## src/rtl/pbr_pkg.sv

```systemverilog
// ----------------------------------------------------------------------------
// pbr_pkg: shared constants, types and tables for point bearing and range
// fixed-point formats, the arctangent table and the pipeline control struct
// ----------------------------------------------------------------------------
package pbr_pkg;

    // parameter defaults
    localparam int CORDIC_STEPS_DEF = 16;
    localparam int COORD_BITS_DEF   = 20;

    // fraction bits added to the coordinate differences
    localparam int GUARD      = 16;
    // headroom of the datapath beyond the coordinate width
    localparam int DATA_EXTRA = GUARD + 4;

    // field widths
    localparam int OFFSET_W  = 20;
    localparam int BEARING_W = 15;
    localparam int DIST_W    = 22;

    // angle accumulator in 1/16384 degree
    localparam int ANGLE_W   = 24;
    localparam int TAB_LEN   = 24;
    localparam int DEG_Q     = 16384;
    localparam int ANGLE_90  = 90 * DEG_Q;
    localparam int ANGLE_450 = 450 * DEG_Q;

    // 1/K in Q30
    localparam int INV_GAIN_W = 30;
    localparam logic [INV_GAIN_W-1:0] INV_GAIN_Q30 = 30'd652032874;

    // bearing codes in 1/64 degree
    localparam logic [BEARING_W-1:0] BEARING_EQUAL = 15'd5760;
    localparam logic [BEARING_W-1:0] FULL_TURN_64  = 15'd23040;

    typedef struct packed {
        logic valid;
        logic zero;
    } pbr_ctl_t;

    // atan(2^-idx) in 1/16384 degree, rounded to nearest
    function automatic logic signed [ANGLE_W-1:0] angle_tab(input int idx);
        logic signed [ANGLE_W-1:0] val;
        case (idx)
            0:       val = 24'sd737280;
            1:       val = 24'sd435242;
            2:       val = 24'sd229970;
            3:       val = 24'sd116736;
            4:       val = 24'sd58595;
            5:       val = 24'sd29326;
            6:       val = 24'sd14667;
            7:       val = 24'sd7334;
            8:       val = 24'sd3667;
            9:       val = 24'sd1833;
            10:      val = 24'sd917;
            11:      val = 24'sd458;
            12:      val = 24'sd229;
            13:      val = 24'sd115;
            14:      val = 24'sd57;
            15:      val = 24'sd29;
            16:      val = 24'sd14;
            17:      val = 24'sd7;
            18:      val = 24'sd4;
            19:      val = 24'sd2;
            20:      val = 24'sd1;
            default: val = 24'sd0;
        endcase
        return val;
    endfunction

endpackage

```

## src/rtl/pbr_post.sv

```systemverilog
// ----------------------------------------------------------------------------
// pbr_post: output stages of the bearing and range pipeline
// compass conversion and rounding, gain correction, offset and saturation
// ----------------------------------------------------------------------------
module pbr_post #(
    parameter int COORD_BITS = pbr_pkg::COORD_BITS_DEF,
    parameter int W          = pbr_pkg::COORD_BITS_DEF + pbr_pkg::DATA_EXTRA
) (
    input  logic                                clk,
    input  logic                                rst_n,
    input  pbr_pkg::pbr_ctl_t                   up_ctl,
    input  logic signed [W-1:0]                 up_x,
    input  logic signed [pbr_pkg::ANGLE_W-1:0]  up_z,
    input  logic [pbr_pkg::OFFSET_W-1:0]        up_off,
    output logic                                up_ready,
    output logic                                out_valid,
    input  logic                                out_ready,
    output logic [pbr_pkg::BEARING_W-1:0]       bearing,
    output logic signed [pbr_pkg::DIST_W-1:0]   distance
);

    localparam int GW    = pbr_pkg::GUARD;
    localparam int KW    = pbr_pkg::INV_GAIN_W;
    localparam int UX_W  = W - 1;
    localparam int HI_W  = UX_W - GW;
    localparam int LOP_W = GW + KW;
    localparam int T_W   = HI_W + KW + 1;
    localparam int MAG_W = T_W - KW;
    localparam int DW    = (COORD_BITS + 6 > pbr_pkg::DIST_W + 1) ?
                           COORD_BITS + 6 : pbr_pkg::DIST_W + 1;
    localparam int BW    = pbr_pkg::ANGLE_W + 2;
    localparam int BU_W  = pbr_pkg::ANGLE_W;
    localparam int RND_W = BU_W + 1;
    localparam int Q_W   = RND_W - 8;

    localparam logic signed [BW-1:0] B_90  = BW'(pbr_pkg::ANGLE_90);
    localparam logic signed [BW-1:0] B_450 = BW'(pbr_pkg::ANGLE_450);
    localparam logic signed [DW-1:0] D_MAX = DW'((2 ** (pbr_pkg::DIST_W - 1)) - 1);
    localparam logic signed [DW-1:0] D_MIN = -D_MAX - DW'(1);

    pbr_pkg::pbr_ctl_t c1_reg, c2_reg, c3_reg;
    logic en1, en2, en3;

    // stage 1
    logic signed [BW-1:0]         bs, z_ext;
    logic [BU_W-1:0]              b_reg, b_next;
    logic [UX_W-1:0]              ux;
    logic [LOP_W-1:0]             lo_prod;
    logic [KW-1:0]                lo_reg, lo_next;
    logic [HI_W-1:0]              hi_reg, hi_next;
    logic [pbr_pkg::OFFSET_W-1:0] off1_reg, off2_reg;

    // stage 2
    logic [RND_W-1:0]              rnd;
    logic [Q_W-1:0]                q;
    logic [pbr_pkg::BEARING_W-1:0] bear2_reg, bear2_next;
    logic [T_W-1:0]                t;
    logic [MAG_W-1:0]              mag_reg, mag_next;

    // stage 3
    logic [MAG_W-1:0]                    mag_eff;
    logic signed [DW-1:0]                diff;
    logic [pbr_pkg::BEARING_W-1:0]       bear3_reg, bear3_next;
    logic signed [pbr_pkg::DIST_W-1:0]   dist_reg, dist_next;

    assign en3      = !c3_reg.valid || out_ready;
    assign en2      = !c2_reg.valid || en3;
    assign en1      = !c1_reg.valid || en2;
    assign up_ready = en1;

    always_comb
    begin
        z_ext = {{(BW - pbr_pkg::ANGLE_W){up_z[pbr_pkg::ANGLE_W-1]}}, up_z};
        if (z_ext > B_90)
            bs = B_450 - z_ext;
        else
            bs = B_90 - z_ext;
        b_next  = bs[BW-1] ? '0 : bs[BU_W-1:0];
        ux      = up_x[W-1] ? '0 : up_x[UX_W-1:0];
        lo_prod = LOP_W'(ux[GW-1:0]) * LOP_W'(pbr_pkg::INV_GAIN_Q30);
        lo_next = lo_prod[LOP_W-1:GW];
        hi_next = ux[UX_W-1:GW];
    end

    always_comb
    begin
        rnd = {1'b0, b_reg} + RND_W'(128);
        q   = rnd[RND_W-1:8];
        // just past 90 degrees the rounded value can reach a full turn
        if (q >= Q_W'(pbr_pkg::FULL_TURN_64))
            bear2_next = pbr_pkg::BEARING_W'(q - Q_W'(pbr_pkg::FULL_TURN_64));
        else
            bear2_next = q[pbr_pkg::BEARING_W-1:0];
        t        = T_W'(hi_reg) * T_W'(pbr_pkg::INV_GAIN_Q30) + T_W'(lo_reg);
        mag_next = t[T_W-1:KW];
    end

    always_comb
    begin
        mag_eff = c2_reg.zero ? '0 : mag_reg;
        diff    = $signed({{(DW - MAG_W){1'b0}}, mag_eff})
                - $signed({{(DW - pbr_pkg::OFFSET_W){1'b0}}, off2_reg});
        if (diff > D_MAX)
            dist_next = D_MAX[pbr_pkg::DIST_W-1:0];
        else if (diff < D_MIN)
            dist_next = D_MIN[pbr_pkg::DIST_W-1:0];
        else
            dist_next = diff[pbr_pkg::DIST_W-1:0];
        bear3_next = c2_reg.zero ? pbr_pkg::BEARING_EQUAL : bear2_reg;
    end

    always_ff @(posedge clk or negedge rst_n)
    begin
        if (!rst_n)
        begin
            c1_reg <= '0;
            c2_reg <= '0;
            c3_reg <= '0;
        end
        else
        begin
            if (en1)
                c1_reg <= up_ctl;
            if (en2)
                c2_reg <= c1_reg;
            if (en3)
                c3_reg <= c2_reg;
        end
    end

    always_ff @(posedge clk)
    begin
        if (en1 && up_ctl.valid)
        begin
            b_reg    <= b_next;
            lo_reg   <= lo_next;
            hi_reg   <= hi_next;
            off1_reg <= up_off;
        end
        if (en2 && c1_reg.valid)
        begin
            bear2_reg <= bear2_next;
            mag_reg   <= mag_next;
            off2_reg  <= off1_reg;
        end
        if (en3 && c2_reg.valid)
        begin
            bear3_reg <= bear3_next;
            dist_reg  <= dist_next;
        end
    end

    assign out_valid = c3_reg.valid;
    assign bearing   = bear3_reg;
    assign distance  = dist_reg;

endmodule

```

## config.mk

```make
export PLATFORM = sky130hd
export DESIGN_NAME = pbr_post
export DESIGN_NICKNAME = d
export VERILOG_FILES = /design/src/rtl/pbr_pkg.sv /design/src/rtl/pbr_post.sv
export SDC_FILE = /design/constraint.sdc
export NUM_CORES = 2
export LEC_CHECK = 0
export ABC_CLOCK_PERIOD_IN_PS = 26600
export BUFFER_PORTS_ARGS = -buffer_cell sky130_fd_sc_hd__buf_2
export CAP_MARGIN = 0
export CORE_ASPECT_RATIO = 0.5
export CORE_MARGIN = 4
export CORE_UTILIZATION = 60
export DETAILED_ROUTE_END_ITERATION = 16
export PLACE_DENSITY = 0.74
export SYNTH_ARGS = -nofsm -noshare
export SYNTH_HDL_FRONTEND = slang
export SYNTH_SLANG_ARGS = --single-unit
export TNS_END_PERCENT = 1
```

## constraint.sdc

```tcl
create_clock -name clk -period 26.6 [get_ports clk]
set_input_delay 2.66 -clock clk [delete_from_list [all_inputs] [get_ports clk]]
set_output_delay 2.66 -clock clk [all_outputs]
set_load 0.1 [all_outputs]
```

==> results by group <==
Clocking
  – TritonCTS clock tree: built
  – H-tree depth: 4
  – # hold bufs at CTS: 0
  – Clk_lat worst skew: 460 ps
  – Post-CTS setup buffers: 0
  – Largest buffer count on any clock path: 2
  – Clk sink count: 190
  – Root buffer cell: clkbuf_16
  – Clock-pin slew on the worst setup and hold paths: around 90 ps
  – Post-cts sizing count: 0
  – CTS Buf Count: 17

Setup path
  – Worst r2r src: hi_reg[11]$_SDFFCE_PP0P_
  – Worst R2R Path Depth: 31
  – Worst path cell trace: buf_2 > nor2b_1 > ha_1 > inv_1 > fa_1 > inv_1 > fa_1 > inv_1 > fa_1 > inv_1 > fa_1 > fa_1 > ha_1 > nand4_1 > a2111oi_0 > a221oi_1 > o31ai_1 > a211o_1 > nand2_1 > o21ai_0 > a41o_1 > nor4_1 > o31a_1 > xnor2_1
  – Reg2reg end: mag_reg[21]$_DFFE_PP_
  – CP Capture Type: register
  – Setup slack, reg-to-reg: 16,340 ps
  – CP max FO: 39
  – Worst Setup Start Kind: input pin
  – CP top delay family: adder cells
  – Worst EP arrival: 10,550 ps
  – Crit path buf inv count: 5
  – CP required: about 27,000 ps
  – Crit path max-delay cell type: nor2b_1
  – Critical Path Most Common Cell: fa_1
  – WS Path Type: in -> reg
  – CP peak stage delay: 880 ps

Timing
  – Fin crit share: 38.91%
  – Final hold violation count: 0
  – Slew of the pin with the lowest slew margin: 1269 ps
  – Rel. slew slack: 14.33%
  – Final setup viols: 0
  – RSZ-0062 raised after global routing: no
  – Worst Clk Skew: 23.29 ps
  – Fmax: 0.09661 GHz
  – Total Neg Setup Slack: 0 ps
  – Crit path time final: between 10,000 and 15,000 ps
  – Slew Limit Fails: 0

Finish
  – Multi-input logic area: around 21,000 sq um
  – P&R area growth vs syn: 6.768%
  – Layout cell share with drive strength beyond 1: 7.083%
  – Inserted Diodes: 0
  – Fillers: 3,845
  – Max FFs per register: 29
  – Sequential cell area: 5680 sq um
  – Nets: between 3,000 and 4,000

Global route
  – Largest net degree at the start of global routing: 60
  – Vias in the first global route: 20,830
  – Tot GR Track Use: about 28%
  – Global route overflow: 0
  – Initial antenna violation count: 1
  – First-pass GRT wire length: between 100 and 150 mm

Yosys
  – Syn. warnings: 0
  – Cell taking the most area after synthesis: fa_1
  – Synth Register Bits: 190
  – Commonest cells in the netlist: inv_1, fa_1, ha_1
  – Top cells by area, synth: fa_1, edfxtp_1, ha_1
  – Ys flop type: edfxtp_1
  – Yosys cell types: approximately 80
  – Ys async rst share: 2.632%
  – Syn Area/Cell: between 10 and 15 sq um
  – Post-synth EDFFs: 185
  – Synth top area share: 31.43%
  – Synthesized Nets: 3,730
  – Area of the mapped netlist: 29,040 sq um
  – Gate count of the mapped netlist: approximately 2,700
  – Cell with the most instances after synthesis: inv_1
  – Register area share after synthesis: 19.56%

Floorplanning
  – Num ports: 128
  – Die Y: 163.6 um
  – Die area: 52,200 sq um
  – Initial Util: 61.32%
  – Total core area: 47,370 sq um
  – DIE WIDTH: 319.1 um
  – Num rows: 56

Job
  – MaxCap Viol Count: 0

Routing
  – Avg WL per Cell: 19.91 um
  – WL final: ~70 mm
  – Vias per cell: 5.549
  – Drt first pass iters: 5
  – DR iter-0 viols: 1,136
  – Vias: about 20,000
  – DRC Markers: 0
  – Antenna-violating nets left: 0

Status
  – Status: finished, final reports clean

Placed design
  – Placer Congestion: 1.001
  – # port buffers: between 100 and 150
  – DP Wirelength: 61.30 mm

Hold path
  – Hold wc startpoint: off1_reg[15]$_DFFE_PP_
  – Hold path cells: 0
  – Worst Hold Class: reg -> reg
  – Hold Path Sink: off2_reg[15]$_DFFE_PP_
==> layer usage <==
metal	part of all wire, %	GRT usage [%]	vias up
met5	0	0	-
met4	2.7	7.918	0
met3	7.2	5.894	93
met2	47	47.10	538
met1	43	37.74	9683
li1	-	-	9206
==> final cells by class <==
class | count | share of cell area, %
multi-input cells | 1881 | 67.06
flip-flops and latches | 190 | 18.32
inverters | 645 | 7.808
well taps | 638 | 2.574
repair buffers | 132 | 2.171
clock buffers | 17 | 1.372
clock inverters | 15 | 0.6940
==> cells by family after synthesis <==
family | synth area share [%]
xor+xnor | 4.131
fa+ha+maj | 50.22
simple gates | 9.250
flops | 19.56
buf+inv | 8.853
mux | 0.2154
compound gates | 7.776
==> cell usage in the layout, fill, tap and decap left out, types with 24 or more instances in the layout <==
master / n
nand2b_1: 37
a21o_1: 48
inv_1: 645
nor2b_1: 75
edfxtp_1: 185
nand4_1: 24
nand2_1: 91
xnor2_1: 82
a21oi_1: 105
nor2_1: 102
ha_1: 436
fa_1: 456
o21ai_0: 65
xor2_1: 55
nand3_1: 34
buf_2: 127
nor3_1: 29
==> how the worst max path moves through the flow <==
stage | start | to | slack, ps | depth (start not counted)
2_1_floorplan | up_x[39] | lo_reg[29]$_DFFE_PP_ | 17170 | 25
4_1_cts | up_x[39] | lo_reg[29]$_DFFE_PP_ | 16280 | 24
6_report | up_x[39] | lo_reg[29]$_DFFE_PP_ | 16250 | 24
5_1_grt | up_x[39] | lo_reg[29]$_DFFE_PP_ | 15660 | 24
3_5_place_dp | up_x[39] | lo_reg[29]$_DFFE_PP_ | 15820 | 24
3_3_place_gp | up_x[39] | lo_reg[29]$_DFFE_PP_ | 16010 | 24
==> worst reg2reg max path: cells and delay by family, from the launching register on <==
family          cells  cell delay [ps]
compound gates      5             1380
xor+xnor            2              580
fa+ha+maj           9             4380
buf+inv             6              450
flops               1              590
simple gates        9             2640
==> per-stage QoR <==
stage	hold slack, ps	cells	area (sq um)	setup WS (ps)	util [%]
after floorplan	400.3	2749	29040	17170	-
after global placement	403.0	3486	30370	16010	64.11
after detailed placement	404.5	3486	30370	15820	64.11
after CTS	409.7	3518	31010	16280	65.47
after global routing	421.4	3518	31010	15660	65.47
final	411.4	3518	31010	16250	65.47
Power is left out: the tool's default activity adds up to more than one toggle a clock period on the data nets, which glitch-free logic cannot reach.
