$ cat src/rtl/pbr_pkg.sv
// ----------------------------------------------------------------------------
// pbr_pkg: shared constants, types and tables for point bearing and range
// fixed-point formats, the arctangent table and the pipeline control struct
// ----------------------------------------------------------------------------
package pbr_pkg;

    // parameter defaults
    localparam int CORDIC_STEPS_DEF = 16;
    localparam int COORD_BITS_DEF   = 20;

    // fraction bits added to the coordinate differences
    localparam int GUARD      = 16;
    // headroom of the datapath beyond the coordinate width
    localparam int DATA_EXTRA = GUARD + 4;

    // field widths
    localparam int OFFSET_W  = 20;
    localparam int BEARING_W = 15;
    localparam int DIST_W    = 22;

    // angle accumulator in 1/16384 degree
    localparam int ANGLE_W   = 24;
    localparam int TAB_LEN   = 24;
    localparam int DEG_Q     = 16384;
    localparam int ANGLE_90  = 90 * DEG_Q;
    localparam int ANGLE_450 = 450 * DEG_Q;

    // 1/K in Q30
    localparam int INV_GAIN_W = 30;
    localparam logic [INV_GAIN_W-1:0] INV_GAIN_Q30 = 30'd652032874;

    // bearing codes in 1/64 degree
    localparam logic [BEARING_W-1:0] BEARING_EQUAL = 15'd5760;
    localparam logic [BEARING_W-1:0] FULL_TURN_64  = 15'd23040;

    typedef struct packed {
        logic valid;
        logic zero;
    } pbr_ctl_t;

    // atan(2^-idx) in 1/16384 degree, rounded to nearest
    function automatic logic signed [ANGLE_W-1:0] angle_tab(input int idx);
        logic signed [ANGLE_W-1:0] val;
        case (idx)
            0:       val = 24'sd737280;
            1:       val = 24'sd435242;
            2:       val = 24'sd229970;
            3:       val = 24'sd116736;
            4:       val = 24'sd58595;
            5:       val = 24'sd29326;
            6:       val = 24'sd14667;
            7:       val = 24'sd7334;
            8:       val = 24'sd3667;
            9:       val = 24'sd1833;
            10:      val = 24'sd917;
            11:      val = 24'sd458;
            12:      val = 24'sd229;
            13:      val = 24'sd115;
            14:      val = 24'sd57;
            15:      val = 24'sd29;
            16:      val = 24'sd14;
            17:      val = 24'sd7;
            18:      val = 24'sd4;
            19:      val = 24'sd2;
            20:      val = 24'sd1;
            default: val = 24'sd0;
        endcase
        return val;
    endfunction

endpackage

$ cat src/rtl/pbr_prep.sv
// ----------------------------------------------------------------------------
// pbr_prep: input stages of the bearing and range pipeline
// forms the differences, then scales and turns them into the right half plane
// ----------------------------------------------------------------------------
module pbr_prep #(
    parameter int COORD_BITS = pbr_pkg::COORD_BITS_DEF,
    parameter int W          = pbr_pkg::COORD_BITS_DEF + pbr_pkg::DATA_EXTRA
) (
    input  logic                                clk,
    input  logic                                rst_n,
    input  logic                                in_valid,
    output logic                                in_ready,
    input  logic signed [COORD_BITS-1:0]        from_x,
    input  logic signed [COORD_BITS-1:0]        from_y,
    input  logic signed [COORD_BITS-1:0]        to_x,
    input  logic signed [COORD_BITS-1:0]        to_y,
    input  logic [pbr_pkg::OFFSET_W-1:0]        range_offset,
    output pbr_pkg::pbr_ctl_t                   down_ctl,
    output logic signed [W-1:0]                 down_x,
    output logic signed [W-1:0]                 down_y,
    output logic signed [pbr_pkg::ANGLE_W-1:0]  down_z,
    output logic [pbr_pkg::OFFSET_W-1:0]        down_off,
    input  logic                                down_ready
);

    localparam int DX_W  = COORD_BITS + 1;
    localparam int PAD_W = W - DX_W - pbr_pkg::GUARD;

    localparam logic signed [pbr_pkg::ANGLE_W-1:0] Z_POS =
        pbr_pkg::ANGLE_W'(pbr_pkg::ANGLE_90);
    localparam logic signed [pbr_pkg::ANGLE_W-1:0] Z_NEG =
        pbr_pkg::ANGLE_W'(-pbr_pkg::ANGLE_90);

    // stage 1: differences
    pbr_pkg::pbr_ctl_t            ctl1_reg;
    logic signed [DX_W-1:0]       dx_reg, dx_next;
    logic signed [DX_W-1:0]       dy_reg, dy_next;
    logic [pbr_pkg::OFFSET_W-1:0] off1_reg;
    logic                         zero_next;

    // stage 2: scaled, pre-rotated vector
    pbr_pkg::pbr_ctl_t                   ctl2_reg;
    logic signed [W-1:0]                 x_reg, x_next;
    logic signed [W-1:0]                 y_reg, y_next;
    logic signed [pbr_pkg::ANGLE_W-1:0]  z_reg, z_next;
    logic [pbr_pkg::OFFSET_W-1:0]        off2_reg;

    logic                en1, en2;
    logic signed [W-1:0] dx_w, dy_w;

    assign en2      = !ctl2_reg.valid || down_ready;
    assign en1      = !ctl1_reg.valid || en2;
    assign in_ready = en1;

    always_comb
    begin
        dx_next   = {to_x[COORD_BITS-1], to_x} - {from_x[COORD_BITS-1], from_x};
        dy_next   = {to_y[COORD_BITS-1], to_y} - {from_y[COORD_BITS-1], from_y};
        zero_next = (to_x == from_x) && (to_y == from_y);
    end

    always_comb
    begin
        dx_w = {{PAD_W{dx_reg[DX_W-1]}}, dx_reg, {pbr_pkg::GUARD{1'b0}}};
        dy_w = {{PAD_W{dy_reg[DX_W-1]}}, dy_reg, {pbr_pkg::GUARD{1'b0}}};
        if (!dx_reg[DX_W-1])
        begin
            x_next = dx_w;
            y_next = dy_w;
            z_next = '0;
        end
        else if (!dy_reg[DX_W-1])
        begin
            x_next = dy_w;
            y_next = -dx_w;
            z_next = Z_POS;
        end
        else
        begin
            x_next = -dy_w;
            y_next = dx_w;
            z_next = Z_NEG;
        end
    end

    always_ff @(posedge clk or negedge rst_n)
    begin
        if (!rst_n)
        begin
            ctl1_reg <= '0;
            ctl2_reg <= '0;
        end
        else
        begin
            if (en1)
            begin
                ctl1_reg.valid <= in_valid;
                ctl1_reg.zero  <= zero_next;
            end
            if (en2)
            begin
                ctl2_reg <= ctl1_reg;
            end
        end
    end

    always_ff @(posedge clk)
    begin
        if (en1 && in_valid)
        begin
            dx_reg   <= dx_next;
            dy_reg   <= dy_next;
            off1_reg <= range_offset;
        end
        if (en2 && ctl1_reg.valid)
        begin
            x_reg    <= x_next;
            y_reg    <= y_next;
            z_reg    <= z_next;
            off2_reg <= off1_reg;
        end
    end

    assign down_ctl = ctl2_reg;
    assign down_x   = x_reg;
    assign down_y   = y_reg;
    assign down_z   = z_reg;
    assign down_off = off2_reg;

endmodule

$ cat config.mk
export PLATFORM = sky130hd
export DESIGN_NAME = pbr_prep
export DESIGN_NICKNAME = d
export VERILOG_FILES = /design/src/rtl/pbr_pkg.sv /design/src/rtl/pbr_prep.sv
export SDC_FILE = /design/constraint.sdc
export NUM_CORES = 1
export LEC_CHECK = 0
export ABC_AREA = 1
export BUFFER_PORTS_ARGS = -buffer_cell sky130_fd_sc_hd__buf_4
export CORE_MARGIN = 5
export CORE_UTILIZATION = 55
export CTS_CLUSTER_DIAMETER = 100
export DETAILED_ROUTE_END_ITERATION = 16
export PLACE_DENSITY = 0.95
export SYNTH_ARGS = -nofsm -noshare
export SYNTH_HDL_FRONTEND = slang
export SYNTH_SLANG_ARGS = --single-unit
$ cat constraint.sdc
create_clock -name clk -period 9.15 [get_ports clk]
set_input_delay 0.915 -clock clk [delete_from_list [all_inputs] [get_ports clk]]
set_output_delay 0.915 -clock clk [all_outputs]
set_load 0.05 [all_outputs]
==> results of run 1 <==
[worst max-delay path: stages]
cell and delay (ns):
buf_4 0.11, nor2_1 0.25, inv_1 0.12, nor2_1 0.16
inv_1 0.11, buf_4 0.20
[power by group]
group,total (mW),internal (mW),leakage [nW],switching [mW]
Combinational,0.662,0.198,3.67,0.464
Sequential,0.845,0.799,1.33,0.0464
Clock,0.706,0.436,0.295,0.270
Total,2.21,1.43,5.30,0.781
[metal layers]
metal	vias up	track usage [%]	part of all wire [%]
met4	0	7.594	2.2
met1	3409	27.72	40
li1	3723	-	-
met2	320	38.86	50
met5	-	0	0
met3	41	4.785	8.0
[logic make-up (layout without fill, tap and decap cells)]
group / count (synthesis) / in the layout / synth area share [%]
and+or+nand+nor: 537 / 537 / 27.21
buffers and inverters: 234 / 382 / 12.54
DFF: 137 / 137 / 45.74
AOI/OAI and AO/OA: 80 / 80 / 4.823
adders and majority gates: 44 / 44 / 6.319
xor gates and xnor gates: 34 / 34 / 3.327
other: 1 / 50 / 0.04190
[layout make-up]
cell class                      instances  area [sq um]  share of cell area, %
Clock buffer                           18         429.2                  3.928
Clock inverter                         14         186.4                  1.706
Inverter                              163         616.8                  5.646
Tap cell                              216         270.3                  2.474
Timing Repair Buffer                  187          1404                  12.85
Sequential cell                       137          4094                  37.47
Multi-Input combinational cell        745          3925                  35.93
[how the worst min path moves through the flow]
stage	startpoint	endpoint	cells after the start
after global routing	rst_n	down_ctl[0]$_DFFE_PN0P_	1
after global placement	off1_reg[6]$_DFFE_PP_	down_off[6]$_DFFE_PP_	0
after floorplan	off1_reg[0]$_DFFE_PP_	down_off[0]$_DFFE_PP_	0
after CTS	rst_n	down_ctl[0]$_DFFE_PN0P_	1
after detailed placement	off1_reg[13]$_DFFE_PP_	down_off[13]$_DFFE_PP_	0
final	rst_n	down_ctl[0]$_DFFE_PN0P_	1
[synth_stat cells]
cell / instances / area (sq um)
nand2_1: 297 / 1115
inv_1: 159 / 596.8
edfxtp_1: 133 / 3994
nand3_1: 84 / 420.4
nor2_1: 74 / 277.8
buf_4: 56 / 420.4
ha_1: 42 / 525.5
a21oi_1: 32 / 160.2
o21ai_0: 28 / 140.1
xor2_1: 21 / 183.9
nand2_2: 17 / 106.4
xnor2_1: 13 / 113.9
nand3_2: 12 / 120.1
nand4_1: 12 / 75.07
nor2_2: 11 / 68.82
nand3b_1: 8 / 60.06
o21bai_1: 8 / 60.06
nor2_4: 7 / 78.83
o21ai_1: 6 / 30.03
buf_2: 5 / 25.02
clkbuf_1: 5 / 18.77
nor4_1: 5 / 31.28
and2_1: 4 / 25.02
dfrtp_1: 4 / 100.1
buf_6: 3 / 33.78
inv_2: 3 / 11.26
a31oi_1: 2 / 12.51
and2_4: 2 / 17.52
buf_1: 2 / 7.510
fa_1: 2 / 40.04
nand2_4: 2 / 22.52
o22ai_1: 2 / 12.51
conb_1: 1 / 3.750
inv_6: 1 / 8.760
nor3_2: 1 / 10.01
o211ai_1: 1 / 7.510
o221ai_1: 1 / 8.760
or2_2: 1 / 6.260
[stage by stage]
step | setup slack, ns | hold WS (ns) | instances | cell area [sq um]
final | 6.363 | 0.2890 | 1480 | 10930
after global placement | 6.460 | 0.4005 | 1448 | 10310
after detailed placement | 6.374 | 0.4045 | 1448 | 10310
after CTS | 6.362 | 0.2691 | 1480 | 10930
after global routing | 6.288 | 0.2711 | 1480 | 10930
after floorplan | 4.700 | 0.4003 | 1116 | 9134
==> reports/metrics.cfg, run 1 <==
[placement]
io_buffers=183
finalWeightedCongestion=0.9182
dp_hpwl_um=16770

[worst_setup_path]
r2r_start=dx_reg[20]$_DFFE_PP_
crit_required_ns=8.24
critical_path_class=in2out
endpoint=in_ready
cp-start-kind=input port
crit_fanout=4
rr_worst_depth=5
regToRegEndpoint=down_y[17]$_DFFE_PP_
critPathCaptureType=output pin
crit_arrival_ns=1.87
rrSetupSlack_ns=6.94
critPathLaunch=down_ready

[pwr]
ir_drop_uv=140.1
powerDensity_nw_per_um2=202.5
leakage_nw=5.300
total_power_mw=2.213

[yosys]
yosysWarnings=0
synth_seq_area_share_pct=45.74
synth.cell_area_sq_um=8950
synth_cell_types=38
synthCells=1067
avgSynthCellArea_sq_um=8.388
synth-seq-cells=137

[clock_network]
clock_sinks=137
clk_latency_ns=0.42
cts_hold_buf=0
h-tree-depth=4
clkSlewWorstSetupHoldPaths_ns=0.06
cts_setup_buffers=0
tritoncts=done
cts_max_path_buffers=2
numCtsBuffers=17
cts_root_buf=clkbuf_16
cts_resized=0

[floorplanning]
rows=46
core-area_sq_um=15940
initial_core_util_pct=56.14
die_w_um=137.6
die_area_sq_um=18920
ios=231
dieHeight_um=137.6

[worst_hold_path]
hold_class=in2async

[timing]
worst_slew_pin_slew_ns=1.060
setup_tns_ns=0
hold_viol_final=0
fin_crit_sh_pct=30.46
slew_headroom_pct=29.26
drv_slew=0
fin_crit_ns=2.787
rsz0062_at_grt=false
clock.fmax_mhz=358.8
setup_viol=0
skew_ns=0.009353

[route]
ant_nets=0
drt_pass1_iterations=5
drc=0
drt-initial-drc-count=597
num_vias=7493
viasPerCell=5.063
wl_per_cell_um=14.27
wl_um=21120

[job]
maxCapViolations=0

[global_routing]
antenna_found_initial=0
grt_use_total_pct=22.40
grt_pass1_wl_um=33150
grt_max_degree=72
globalRouteOverflowTotal=0
grt_pass1_vias=6981

[finish]
fill_cells=1219
fin_nets=1399
final_cell_mix=nand2_1, buf_4, inv_1
layout_commonest_cell=nand2_1
syn_to_final_growth_pct=22.07
fin_util_pct=68.53
drive_gt1_share_pct=21.84
antenna_cells=0

[outcome]
outcome=complete, no violations

Note: power is estimated with default switching activity, not from simulation.
==> run 2, diff against run 1 <==
--- a/config.mk
+++ b/config.mk
@@ -8,10 +8,10 @@
 export ABC_AREA = 1
 export BUFFER_PORTS_ARGS = -buffer_cell sky130_fd_sc_hd__buf_4
 export CORE_MARGIN = 5
-export CORE_UTILIZATION = 55
+export CORE_UTILIZATION = 54
 export CTS_CLUSTER_DIAMETER = 100
 export DETAILED_ROUTE_END_ITERATION = 16
-export PLACE_DENSITY = 0.95
+export PLACE_DENSITY = 0.93
 export SYNTH_ARGS = -nofsm -noshare
 export SYNTH_HDL_FRONTEND = slang
 export SYNTH_SLANG_ARGS = --single-unit
==> constraint.sdc (replaced) <==
create_clock -name clk -period 2.73 [get_ports clk]
set_input_delay 0.273 -clock clk [delete_from_list [all_inputs] [get_ports clk]]
set_output_delay 0.273 -clock clk [all_outputs]
set_load 0.05 [all_outputs]
==> reports/metrics.cfg, run 2 (synthesis gave the netlist of run 1 again) <==
[floorplanning]
die_area_sq_um=19250  ; +1.7%
ios=231  ; unchanged
core-area_sq_um=16410  ; +2.9%
dieHeight_um=138.7  ; +0.85%
rows=47  ; +2.2%
initial_core_util_pct=54.55  ; -1.6 points
die_w_um=138.7  ; +0.85%

[route]
drc=0  ; unchanged
drt_pass1_iterations=5  ; unchanged
met1_length_um=8549  ; +2.0%
num_vias=7480  ; -0.17%
drt-initial-drc-count=686  ; +15%
dr.max_layer_used=met4
ant_nets=0  ; unchanged
wl_um=21030  ; -0.43%
wl_per_cell_um=14.13  ; -0.97%
routed-wl-met3_um=1629  ; -3.9%
viasPerCell=5.027  ; -0.71%
dr_wl_met2_um=10440  ; -1.2%

[finish]
fin_util_pct=66.68  ; -1.8 points
fin_nets=1403  ; +0.29%
syn_to_final_growth_pct=22.24
antenna_cells=0  ; unchanged
drive_gt1_share_pct=22.08  ; +0.25 points
layout_commonest_cell=nand2_1
fill_cells=1305  ; +7.1%
final_cell_mix=nand2_1, buf_4, inv_1

[global_routing]
grt_max_degree=72  ; unchanged
grt_use_total_pct=21.65  ; -0.75 points
grt_pass1_wl_um=34130  ; +3.0%
globalRouteOverflowTotal=0  ; unchanged
antenna_found_initial=0  ; unchanged
grt_pass1_vias=7033  ; +0.74%

[pwr]
leakage_nw=5.301  ; about the same
ir_drop_uv=407.3  ; +190%
total_power_mw=7.277  ; +230%
powerDensity_nw_per_um2=665.2  ; +230%

[worst_setup_path]
cp-start-kind=register
crit_fanout=4  ; unchanged
crit_required_ns=2.46  ; -5.78 ns
critPathCaptureType=output pin
crit_arrival_ns=1.62  ; -0.25 ns
critical_path_class=reg2out

[timing]
setup_tns_ns=0  ; unchanged
rsz0062_at_grt=false
drv_slew=0  ; unchanged
clock.fmax_mhz=528.1
fin_crit_ns=1.893
slew_headroom_pct=51.62  ; +22 points
worst_slew_pin_slew_ns=0.7249  ; -0.3350 ns
setup_viol=0  ; unchanged
fin_crit_sh_pct=69.36
hold_viol_final=0  ; unchanged
skew_ns=0.01264  ; +0.003286 ns
whs_ns=0.02624  ; -0.2628 ns

[clock_network]
cts_root_buf=clkbuf_16
clock_sinks=137  ; unchanged
tritoncts=done
cts_setup_buffers=0  ; unchanged
clkSlewWorstSetupHoldPaths_ns=0.06  ; about the same
h-tree-depth=4  ; unchanged
clk_latency_ns=0.42  ; about the same
numCtsBuffers=17  ; unchanged
cts_max_path_buffers=2  ; unchanged

[placement]
dp_hpwl_um=16540  ; -1.4%
finalWeightedCongestion=0.9269  ; +0.95%
io_buffers=183  ; unchanged

[worst_hold_path]
hold_class=in2reg

[outcome]
outcome=complete, no violations

[job]
maxCapViolations=0  ; unchanged

==> run 2: repair_timing <==
action | CTS | global route
resized for setup | 0 | 0
hold endpoints to repair | 4 | 0
hold buffers | 1 | 0
==> run 2: path summary, 6_finish.rpt <==
check	from	cells past startpoint	slack (ns)	end
worst max-delay path	down_ctl[1]$_DFFE_PN0P_	6	0.84	in_ready
max in group asynchronous	rst_n	2	2.40	down_ctl[1]$_DFFE_PN0P_
min in group asynchronous	rst_n	2	0.22	ctl1_reg[1]$_DFFE_PN0N_
worst min register to register	off1_reg[14]$_DFFE_PP_	0	0.41	down_off[14]$_DFFE_PP_
worst max register to register	dy_reg[20]$_DFFE_PP_	7	0.88	down_y[33]$_DFFE_PP_
worst min-delay path	range_offset[16]	1	0.03	off1_reg[16]$_DFFE_PP_
==> run 2: cell type report <==
cell class	instances	area, sq um	area share [%]
Tap cell	220	275.3	2.516
Clock buffer	17	425.4	3.888
Timing Repair Buffer	191	1449	13.24
Sequential cell	137	4095	37.43
Clock inverter	15	150.1	1.372
Inverter	163	620.6	5.672
Multi-Input combinational cell	745	3925	35.88
==> run 2: metal layers <==
| metal | up-vias | global-route usage (%) |
|---|---|---|
| li1 | 3729 | - |
| met3 | 36 | 4.034 |
| met1 | 3402 | 26.91 |
| met5 | - | 0 |
| met2 | 313 | 38.16 |
| met4 | 0 | 7.261 |
==> run 2: report_power, final <==
part           internal (mW)  switching [mW]
combinational          0.674            1.55
sequential              2.68           0.171
clock                   1.34           0.861
total                   4.69            2.58
==> run 2: worst max-delay path, cell delays in order, from the launching register on <==
cell and delay (ns):
dfrtp_2 0.35, inv_1 0.05, nor2_1 0.26, inv_1 0.12, nor2_1 0.13, inv_1 0.09, buf_4 0.20
==> run 2: stage by stage <==
step           setup WS (ns)  cell area, sq um  cells
2_1_floorplan        -0.1763              9141   1116
3_3_place_gp          0.8031             10350   1455
3_5_place_dp          0.7599             10350   1455
4_1_cts               0.8156             10940   1488
5_1_grt               0.7348             10940   1488
6_report              0.8365             10940   1488
